## src/tlbpa_pkg.sv

```systemverilog
// Shared constants, types and helper functions for the two-level bitmap page allocator.
package tlbpa_pkg;

  // Pool geometry. GROUP_SIZE is kept a multiple of 8 (byte-wise search).
  localparam int POOL_PAGES  = 1024;
  localparam int GROUP_SIZE  = 64;
  localparam int PAGE_SHIFT  = 12;

  localparam int GROUP_COUNT = (POOL_PAGES + GROUP_SIZE - 1) / GROUP_SIZE;
  localparam int CHUNKS      = GROUP_SIZE / 8;

  localparam int IDX_W   = $clog2(POOL_PAGES);
  localparam int GRP_W   = (GROUP_COUNT > 1) ? $clog2(GROUP_COUNT) : 1;
  localparam int CHUNK_W = (CHUNKS > 1) ? $clog2(CHUNKS) : 1;
  localparam int OFF_W   = $clog2(GROUP_SIZE);
  localparam int CNT_W   = $clog2(GROUP_SIZE + 1);

  localparam int ADDR_W  = 32;
  localparam int BASE_W  = 20;

  // Width of the shared find-first-set unit
  localparam int PICK_A  = (GROUP_COUNT > CHUNKS) ? GROUP_COUNT : CHUNKS;
  localparam int PICK_W  = (PICK_A > 8) ? PICK_A : 8;
  localparam int PICK_IW = $clog2(PICK_W);

  localparam logic OP_ALLOC = 1'b0;
  localparam logic OP_FREE  = 1'b1;

  localparam logic [1:0] ST_OK            = 2'd0;
  localparam logic [1:0] ST_NO_FREE       = 2'd1;
  localparam logic [1:0] ST_OUT_OF_POOL   = 2'd2;
  localparam logic [1:0] ST_NOT_ALLOCATED = 2'd3;

  typedef enum logic [2:0] {
    S_IDLE,
    S_GRP,
    S_BYTE,
    S_BIT,
    S_CHK,
    S_FREE
  } state_t;

  typedef struct packed {
    logic               found;
    logic [PICK_IW-1:0] idx;
  } pick_t;

  // Pages held by group g (last group may be partial)
  function automatic logic [CNT_W-1:0] group_pages(input int g);
    int left;
    left = POOL_PAGES - g * GROUP_SIZE;
    return (left < GROUP_SIZE) ? CNT_W'(left) : CNT_W'(GROUP_SIZE);
  endfunction

  // Bits past the end of a partial group read as used
  function automatic logic [GROUP_SIZE-1:0] group_pad(input int g);
    logic [GROUP_SIZE-1:0] m;
    for (int b = 0; b < GROUP_SIZE; b++) begin
      m[b] = (b >= int'(group_pages(g)));
    end
    return m;
  endfunction

endpackage

```

## src/tlbpa_pick.sv

```systemverilog
// Shared find-first-set unit used for group, byte and bit selection.
module tlbpa_pick (
  input  logic [tlbpa_pkg::PICK_W-1:0] req,
  output tlbpa_pkg::pick_t             res
);
  import tlbpa_pkg::*;

  always_comb begin
    res.found = |req;
    res.idx   = '0;
    for (int i = PICK_W - 1; i >= 0; i--) begin
      if (req[i]) begin
        res.idx = PICK_IW'(i);
      end
    end
  end

endmodule

```

## src/two_level_bitmap_page_allocator.sv

```systemverilog
// Top level of the two-level bitmap page allocator: sequencer, bitmap RAM and group counts.
//
// Page allocator over a pool of POOL_PAGES pages of 2^PAGE_SHIFT bytes, starting
// at page cfg_pool_base_page. A request is taken when start is high and busy
// is low; in_opcode 0 allocates the lowest free page, 1 frees the page holding
// in_address. Exactly one result comes back, on out_page_address/out_status,
// valid for the single cycle out_valid is high; it cannot be held off, so the
// receiver must take it then. Steps: allocate does a group pick, a byte pick
// in the row read from the bitmap RAM, a bit pick plus row write-back, and the
// result; free does a range check plus row read, a bit test plus write-back, and
// the result. An allocate on a full pool, or a free outside the pool, goes to
// the result straight after its first step. The sequence is set by the bitmap
// RAM port and by the one find-first-set unit shared by all three pick steps.
// A new request may be presented in the cycle that carries the result.
// Status: 0 ok, 1 no free page, 2 address outside pool, 3 page not allocated;
// out_page_address is zero unless an allocate succeeded. The bitmap is cleared
// by reset at once through one valid bit per RAM row, so there is no clearing
// pass. cfg_pool_base_page is always ready and is meant to be written only
// while the block is idle.
module two_level_bitmap_page_allocator (
  input  logic                           clk,
  input  logic                           rst_n,
  // request channel
  input  logic                           start,
  output logic                           busy,
  input  logic                           in_opcode,
  input  logic [tlbpa_pkg::ADDR_W-1:0]   in_address,
  // result channel
  output logic                           out_valid,
  output logic [tlbpa_pkg::ADDR_W-1:0]   out_page_address,
  output logic [1:0]                     out_status,
  // configuration
  input  logic                           cfg_valid,
  output logic                           cfg_ready,
  input  logic [tlbpa_pkg::BASE_W-1:0]   cfg_pool_base_page
);
  import tlbpa_pkg::*;

  // ---------------------------------------------------------------- state
  state_t                  state_r, state_nxt;
  logic [BASE_W-1:0]       base_r;
  logic [ADDR_W-1:0]       addr_r;
  logic [GRP_W-1:0]        grp_r, grp_nxt;
  logic [CHUNK_W-1:0]      chunk_r, chunk_nxt;
  logic [OFF_W-1:0]        off_r, off_nxt;
  logic [GROUP_SIZE-1:0]   word_r;
  logic [CNT_W-1:0]        cnt_r [GROUP_COUNT];
  logic [GROUP_COUNT-1:0]  row_vld_r;

  logic                    out_valid_r;
  logic [ADDR_W-1:0]       out_page_address_r;
  logic [1:0]              out_status_r;

  // bitmap RAM: one row of GROUP_SIZE used bits per group
  logic [GROUP_SIZE-1:0]   mem [GROUP_COUNT];
  logic [GROUP_SIZE-1:0]   mem_rd_r;
  logic                    rd_vld_r;
  logic                    mem_re, mem_we;
  logic [GRP_W-1:0]        mem_ra;
  logic [GROUP_SIZE-1:0]   mem_wd;

  // sequencer actions
  logic                    done;
  logic [1:0]              done_status;
  logic [ADDR_W-1:0]       done_addr;
  logic                    cnt_inc, cnt_dec;

  // ---------------------------------------------------------------- shared pick unit
  logic [PICK_W-1:0]       pick_req;
  pick_t                   pick_res;

  tlbpa_pick u_pick (
    .req (pick_req),
    .res (pick_res)
  );

  // ---------------------------------------------------------------- datapath terms
  logic [PICK_W-1:0]       nonfull;
  logic [PICK_W-1:0]       chunk_open;
  logic [GROUP_SIZE-1:0]   eff_word;
  logic [7:0]              sel_byte;
  logic [OFF_W-1:0]        alloc_off;
  logic [IDX_W-1:0]        alloc_idx;
  logic [ADDR_W:0]         pg_ext, base_ext, diff_ext;
  logic                    in_pool;
  logic [IDX_W-1:0]        free_idx;

  always_comb begin
    nonfull = '0;
    for (int g = 0; g < GROUP_COUNT; g++) begin
      nonfull[g] = (cnt_r[g] != group_pages(g));
    end
  end

  // Row as seen by logic: never-written rows read as all free
  assign eff_word = (rd_vld_r ? mem_rd_r : '0) | group_pad(int'(grp_r));

  always_comb begin
    chunk_open = '0;
    for (int c = 0; c < CHUNKS; c++) begin
      chunk_open[c] = ~&eff_word[c*8 +: 8];
    end
  end

  assign sel_byte  = word_r[int'(chunk_r)*8 +: 8];
  assign alloc_off = OFF_W'(32'(chunk_r) * 8 + 32'(pick_res.idx));
  assign alloc_idx = IDX_W'(32'(grp_r) * GROUP_SIZE + 32'(alloc_off));

  // Free range check on the full-width page number
  assign pg_ext   = (ADDR_W + 1)'(addr_r >> PAGE_SHIFT);
  assign base_ext = (ADDR_W + 1)'(base_r);
  assign diff_ext = pg_ext - base_ext;
  assign in_pool  = (pg_ext >= base_ext) && (diff_ext < (ADDR_W + 1)'(POOL_PAGES));
  assign free_idx = diff_ext[IDX_W-1:0];

  // ---------------------------------------------------------------- next state
  always_comb begin
    state_nxt = state_r;
    case (state_r)
      S_IDLE: begin
        if (start) begin
          state_nxt = (in_opcode == OP_ALLOC) ? S_GRP : S_CHK;
        end
      end
      S_GRP:  state_nxt = pick_res.found ? S_BYTE : S_IDLE;
      S_BYTE: state_nxt = pick_res.found ? S_BIT : S_IDLE;
      S_BIT:  state_nxt = S_IDLE;
      S_CHK:  state_nxt = in_pool ? S_FREE : S_IDLE;
      S_FREE: state_nxt = S_IDLE;
      default: state_nxt = S_IDLE;
    endcase
  end

  // ---------------------------------------------------------------- sequencer outputs
  always_comb begin
    pick_req    = '0;
    mem_re      = 1'b0;
    mem_ra      = grp_r;
    mem_we      = 1'b0;
    mem_wd      = word_r;
    done        = 1'b0;
    done_status = ST_OK;
    done_addr   = '0;
    cnt_inc     = 1'b0;
    cnt_dec     = 1'b0;
    grp_nxt     = grp_r;
    chunk_nxt   = chunk_r;
    off_nxt     = off_r;
    case (state_r)
      S_GRP: begin
        pick_req = nonfull;
        if (pick_res.found) begin
          grp_nxt = GRP_W'(pick_res.idx);
          mem_re  = 1'b1;
          mem_ra  = GRP_W'(pick_res.idx);
        end else begin
          done        = 1'b1;
          done_status = ST_NO_FREE;
        end
      end
      S_BYTE: begin
        pick_req = chunk_open;
        if (pick_res.found) begin
          chunk_nxt = CHUNK_W'(pick_res.idx);
        end else begin
          // count and bitmap disagree; cannot happen
          done        = 1'b1;
          done_status = ST_NO_FREE;
        end
      end
      S_BIT: begin
        pick_req    = PICK_W'(~sel_byte);
        mem_we      = 1'b1;
        mem_wd      = word_r | (GROUP_SIZE'(1) << alloc_off);
        cnt_inc     = 1'b1;
        done        = 1'b1;
        done_status = ST_OK;
        done_addr   = (ADDR_W'(base_r) + ADDR_W'(alloc_idx)) << PAGE_SHIFT;
      end
      S_CHK: begin
        if (in_pool) begin
          grp_nxt = GRP_W'(free_idx / GROUP_SIZE);
          off_nxt = OFF_W'(free_idx % GROUP_SIZE);
          mem_re  = 1'b1;
          mem_ra  = GRP_W'(free_idx / GROUP_SIZE);
        end else begin
          done        = 1'b1;
          done_status = ST_OUT_OF_POOL;
        end
      end
      S_FREE: begin
        done = 1'b1;
        if (eff_word[off_r]) begin
          mem_we      = 1'b1;
          mem_wd      = eff_word & ~(GROUP_SIZE'(1) << off_r);
          cnt_dec     = 1'b1;
          done_status = ST_OK;
        end else begin
          done_status = ST_NOT_ALLOCATED;
        end
      end
      default: ;
    endcase
  end

  // ---------------------------------------------------------------- registers
  always_ff @(posedge clk) begin
    if (!rst_n) begin
      state_r     <= S_IDLE;
      base_r      <= '0;
      row_vld_r   <= '0;
      out_valid_r <= 1'b0;
      for (int g = 0; g < GROUP_COUNT; g++) begin
        cnt_r[g] <= '0;
      end
    end else begin
      state_r     <= state_nxt;
      out_valid_r <= done;
      if (cfg_valid && cfg_ready) begin
        base_r <= cfg_pool_base_page;
      end
      if (mem_we) begin
        row_vld_r[grp_r] <= 1'b1;
      end
      if (cnt_inc) begin
        cnt_r[grp_r] <= cnt_r[grp_r] + CNT_W'(1);
      end else if (cnt_dec) begin
        cnt_r[grp_r] <= cnt_r[grp_r] - CNT_W'(1);
      end
    end
  end

  // payload registers
  always_ff @(posedge clk) begin
    if (state_r == S_IDLE && start) begin
      addr_r <= in_address;
    end
    grp_r   <= grp_nxt;
    chunk_r <= chunk_nxt;
    off_r   <= off_nxt;
    if (state_r == S_BYTE) begin
      word_r <= eff_word;
    end
    if (done) begin
      out_page_address_r <= done_addr;
      out_status_r       <= done_status;
    end
  end

  // bitmap RAM
  always_ff @(posedge clk) begin
    if (mem_we) begin
      mem[grp_r] <= mem_wd;
    end
  end

  always_ff @(posedge clk) begin
    if (mem_re) begin
      mem_rd_r <= mem[mem_ra];
      rd_vld_r <= row_vld_r[mem_ra];
    end
  end

  // ---------------------------------------------------------------- ports
  assign busy             = (state_r != S_IDLE);
  assign cfg_ready        = 1'b1;
  assign out_valid        = out_valid_r;
  assign out_page_address = out_page_address_r;
  assign out_status       = out_status_r;

  // ---------------------------------------------------------------- assertions
  a_result_follows_work: assert property (@(posedge clk) disable iff (!rst_n)
    out_valid |-> $past(state_r != S_IDLE))
    else $error("result strobe without a request in flight");

  a_request_goes_busy: assert property (@(posedge clk) disable iff (!rst_n)
    start && !busy |=> busy)
    else $error("accepted request did not start the sequencer");

  a_group_not_full: assert property (@(posedge clk) disable iff (!rst_n)
    state_r == S_BIT |-> cnt_r[grp_r] < group_pages(int'(grp_r)))
    else $error("allocating into a full group");

  a_zero_addr_on_error: assert property (@(posedge clk) disable iff (!rst_n)
    out_valid && out_status != ST_OK |-> out_page_address == '0)
    else $error("nonzero page address on failed request");

endmodule

```

## config.mk

```make
export PLATFORM = sky130hd
export DESIGN_NAME = two_level_bitmap_page_allocator
export DESIGN_NICKNAME = d
export VERILOG_FILES = /design/src/tlbpa_pkg.sv /design/src/tlbpa_pick.sv /design/src/two_level_bitmap_page_allocator.sv
export SDC_FILE = /design/constraint.sdc
export NUM_CORES = 2
export LEC_CHECK = 0
export BUFFER_PORTS_ARGS = -buffer_cell sky130_fd_sc_hd__buf_2
export CAP_MARGIN = 20
export CORE_UTILIZATION = 59
export DETAILED_ROUTE_END_ITERATION = 10
export GPL_TIMING_DRIVEN = 0
export PLACE_DENSITY_LB_ADDON = 0.08
export SYNTH_ARGS = -nofsm -noshare
export SYNTH_HDL_FRONTEND = slang
export SYNTH_HIERARCHICAL = 1
export SYNTH_SLANG_ARGS = --single-unit
```

## constraint.sdc

```tcl
create_clock -name clk -period 16.2 [get_ports clk]
set_clock_uncertainty 0.1 [all_clocks]
set_input_delay 3.24 -clock clk [delete_from_list [all_inputs] [get_ports clk]]
set_output_delay 3.24 -clock clk [all_outputs]
set_load 0.03 [all_outputs]
```

==> impl_results.md <==
* Outcome: finished, final reports clean
* Synth unique cells at just over 80
* Seq/Total Area, Yosys at between 60% and 70%
* Routed wire length at around 170 mm
* Reg-to-reg slack, setup at about 6 ns
* Leak at ~23 nW
* H-tree lvl count at 4
* Multiplexer share of the synthesized area at approximately 5.5%
* Area grow syn2layout at 13.8%
* Number of max-cap violations at 0
* Starting Density at between 50% and 60%
* Crit path DAT at 10.54 ns
* Hold Startpoint: row_vld_r[5]
* Worst Tran Pin Value at around 1.3 ns
* Reg2Reg Depth at 28
* YS warnings at 6
* Pre-Repair DR Iteration Count at 9
* Final Total Pwr at 11.1 mW
* Max Transition Viols Final at 0
* Total CTS buffers at 143
* Skew-Pair Late Insertion Delay at 0.77 ns
* Max Freq at 0.0986 GHz
* IR drop worst, VDD at 0.000117 V
* Setup Buffers After CTS at 0
* Footprint of the multi-input gates at 0.0166 mm^2
* Die area at between 0.1 and 0.15 mm^2
* Netlist Area Pre-Place at 0.0584 mm^2
* Reg2reg start: grp_r[1]
* Most frequent cells in the layout: edfxtp_1 (1316), nor2_1 (941), nand2_1 (480)
* Final setup fails at 0
* Post-synth EDFFs at ~1300
* Slew HR at a little over an eighth
* Commonest non-fill, non-tap cell in the layout: edfxtp_1
* Worst hold slack at around 0.37 ns
* Largest cells by area after synthesis: edfxtp_1 (68%), nor2_1 (6.2%), nand2_1 (3.1%), mux2i_1 (2.8%), mux4_2 (2.5%)
* Clk sink count at 1360
* Final worst-path setup slack at slightly above 6 ns
* Fraction of layout cells with a size suffix above 1 at 13.4%
* Initial antenna violation count at 5
* Crit path kind: reg2reg
* Period Utilization, post-route at 62.6%
* Fraction of registers with async set/reset at 0%
* First-pass GRT wire length at ~250 mm
* Total grt overflow at 0
* Hold Crit Depth at 1
* Die height at 317 um
* Design area at between 0.06 and 0.07 mm^2
* Hold buffers post-CTS at 0
* Final net count at 4876
* Pre-CTS setup slack at approximately 6.3 ns
* Worst min path class: reg2reg
* FILL cells at roughly 7000
* Post-synthesis adder-cell area fraction at less than 1%
* Setup_tns at 0 ns
* Hold Path End: row_vld_r[5]
* Core area at between 0.09 and 0.1 mm^2
* Required @ worst endpoint at roughly 17 ns
* Post-cts gate resize count at 0
* Xor and xnor area share after synthesis at less than 1%
* Post-synth top area cell: edfxtp_1
* I/O pins at between 90 and 100
* WL/cell at 28.2 um
* Placer congestion estimate at about 1.0
* Largest net degree at the start of global routing at 66
* GRT Util Overall at between 30% and 40%
* Post-DP HPWL at ~120 mm
* Worst Setup Start Kind: flop
* Count of state elements after synthesis at 1360
* CTS Root Cell: clkbuf_16
* Crit path max fanout at 10
* Endpoints failing hold at 0
* Pwr/cell area at roughly 170 mW/mm^2
* DRC at 0
* FP Rows at 115
* Vias in the first global route at between 30000 and 40000
* Die width at ~320 um
* Reg2reg end: mem_rd_r[56]
* Final min period at 10.14 ns
* Unrepaired setup endpoints after global routing: false
* Largest family of logic cells by synthesized area: simple AND/OR/NAND/NOR gates
* Crit-path slowest cell: clkbuf_1
* Buffer levels on the longest clock path at 3
* Top FF cell, synth: edfxtp_1
* Iter 0 DRT Violations at 4958
* Cell Area, Placed at 0.0618 mm^2
* FF+latch area at 0.0404 mm^2
* Max incr delay on CP at 0.78 ns
* Port bufs at 66
* CTS tree: yes
* Most frequent CP cell: clkbuf_1
* Via/cell ratio at between 6 and 7
* Post-synthesis cell count at between 4000 and 5000
* Simple-gate area share of the yosys netlist at between 10% and 20%
* Yosys top cell area share at between 60% and 70%
* CP Capture Type: flop
* Synth Area in Compound Gates at between 7 and 8%
* Avg Cell Area, Syn at 13.1 um^2
* Vias at roughly 40000
* Antenna viol nets, final at 0
* Reg clk slew, reported paths at ~0.06 ns
Yosys cell counts (9+ instances only):
library cell and n:
and3_1 16, a21oi_1 128, buf_1 22, a211oi_1 21, o21ai_0 119, ha_1 41
clkbuf_1 160, nand3_1 47, nor4_2 61, buf_2 69, o311ai_0 9, xnor2_1 24
inv_1 60, o22ai_1 124, nor2_1 957, o21a_1 17, nor2b_1 32, buf_6 13
a21o_1 10, mux4_2 64, nor3_1 54, nand2b_1 23, nand4_1 18, or2_2 9
a32o_1 130, buf_4 19, mux2i_1 166, edfxtp_1 1316, o211ai_1 27, dfxtp_1 44
nor4b_1 12, nand2_1 480, nor4_1 28
final cells by class:
type | instances | area share [%]
Timing Repair Buffer | 177 | 2.56
Buffer | 283 | 1.99
Multi-Input combinational cell | 2748 | 25.0
Antenna cell | 3 | 0.0113
Sequential cell | 1360 | 60.8
Clock buffer | 188 | 5.83
Tap cell | 1287 | 2.42
Clock inverter | 68 | 1.00
Inverter | 62 | 0.354
per-layer routing:
metal / GRT usage (%) / wire (um) / share of wire (%)
met5: 0 / 55 / 0.032
met4: 16.0 / 8400 / 4.8
met3: 7.65 / 17200 / 9.9
met2: 55.0 / 81000 / 47
met1: 46.5 / 67400 / 39
how the worst max path moves through the flow:
stage	endpoint	start	depth (start not counted)
2_1_floorplan	out_page_address[24]	state_r[2]	22
3_3_place_gp	mem_rd_r[4]	state_r[1]	22
3_5_place_dp	mem_rd_r[56]	grp_r[1]	28
4_1_cts	mem_rd_r[56]	grp_r[1]	28
5_1_grt	mem_rd_r[56]	grp_r[1]	28
6_report	mem_rd_r[56]	grp_r[1]	28
cells by family after synthesis:
family                   count (synthesis)
AND/OR/NAND/NOR                       1771
buffers and inverters                  345
adder cells (fa/ha/maj)                 44
AO/OA/AOI/OAI                          656
other                                    2
multiplexers                           238
XOR/XNOR                                26
flip-flops                            1360
worst max-delay path, delay by kind of cell, from the launching register on:
| family | cells | cell delay, ns |
|---|---|---|
| AO/OA/AOI/OAI | 4 | 1.09 |
| adder cells (fa/ha/maj) | 1 | 0.30 |
| buffers and inverters | 12 | 5.25 |
| flip-flops | 1 | 0.43 |
| multiplexers | 2 | 0.44 |
| AND/OR/NAND/NOR | 9 | 2.22 |
flip-flops by register name (all words and copies together) (netlist names), 4 cells and up:
signal / count
cnt_r: 112
row_vld_r: 16
off_r: 6
mem: 1024
word_r: 64
out_page_address: 20
mem_rd_r: 64
addr_r: 20
base_r: 20
grp_r: 4
stage by stage:
step,util (%),std cells
6_report,67.6,6176
5_1_grt,67.6,6173
4_1_cts,67.5,6160
3_5_place_dp,62.9,5904
3_3_place_gp,61.4,5806
2_1_floorplan,-,4453
power breakdown:
part           internal, mW  switching [mW]  leakage, nW
clock                  1.84            1.37         2.20
sequential             4.14          0.0920         12.4
combinational          1.17            2.52         8.33
total                  7.14            3.98         22.9
Power figures use the tool's default switching activity.
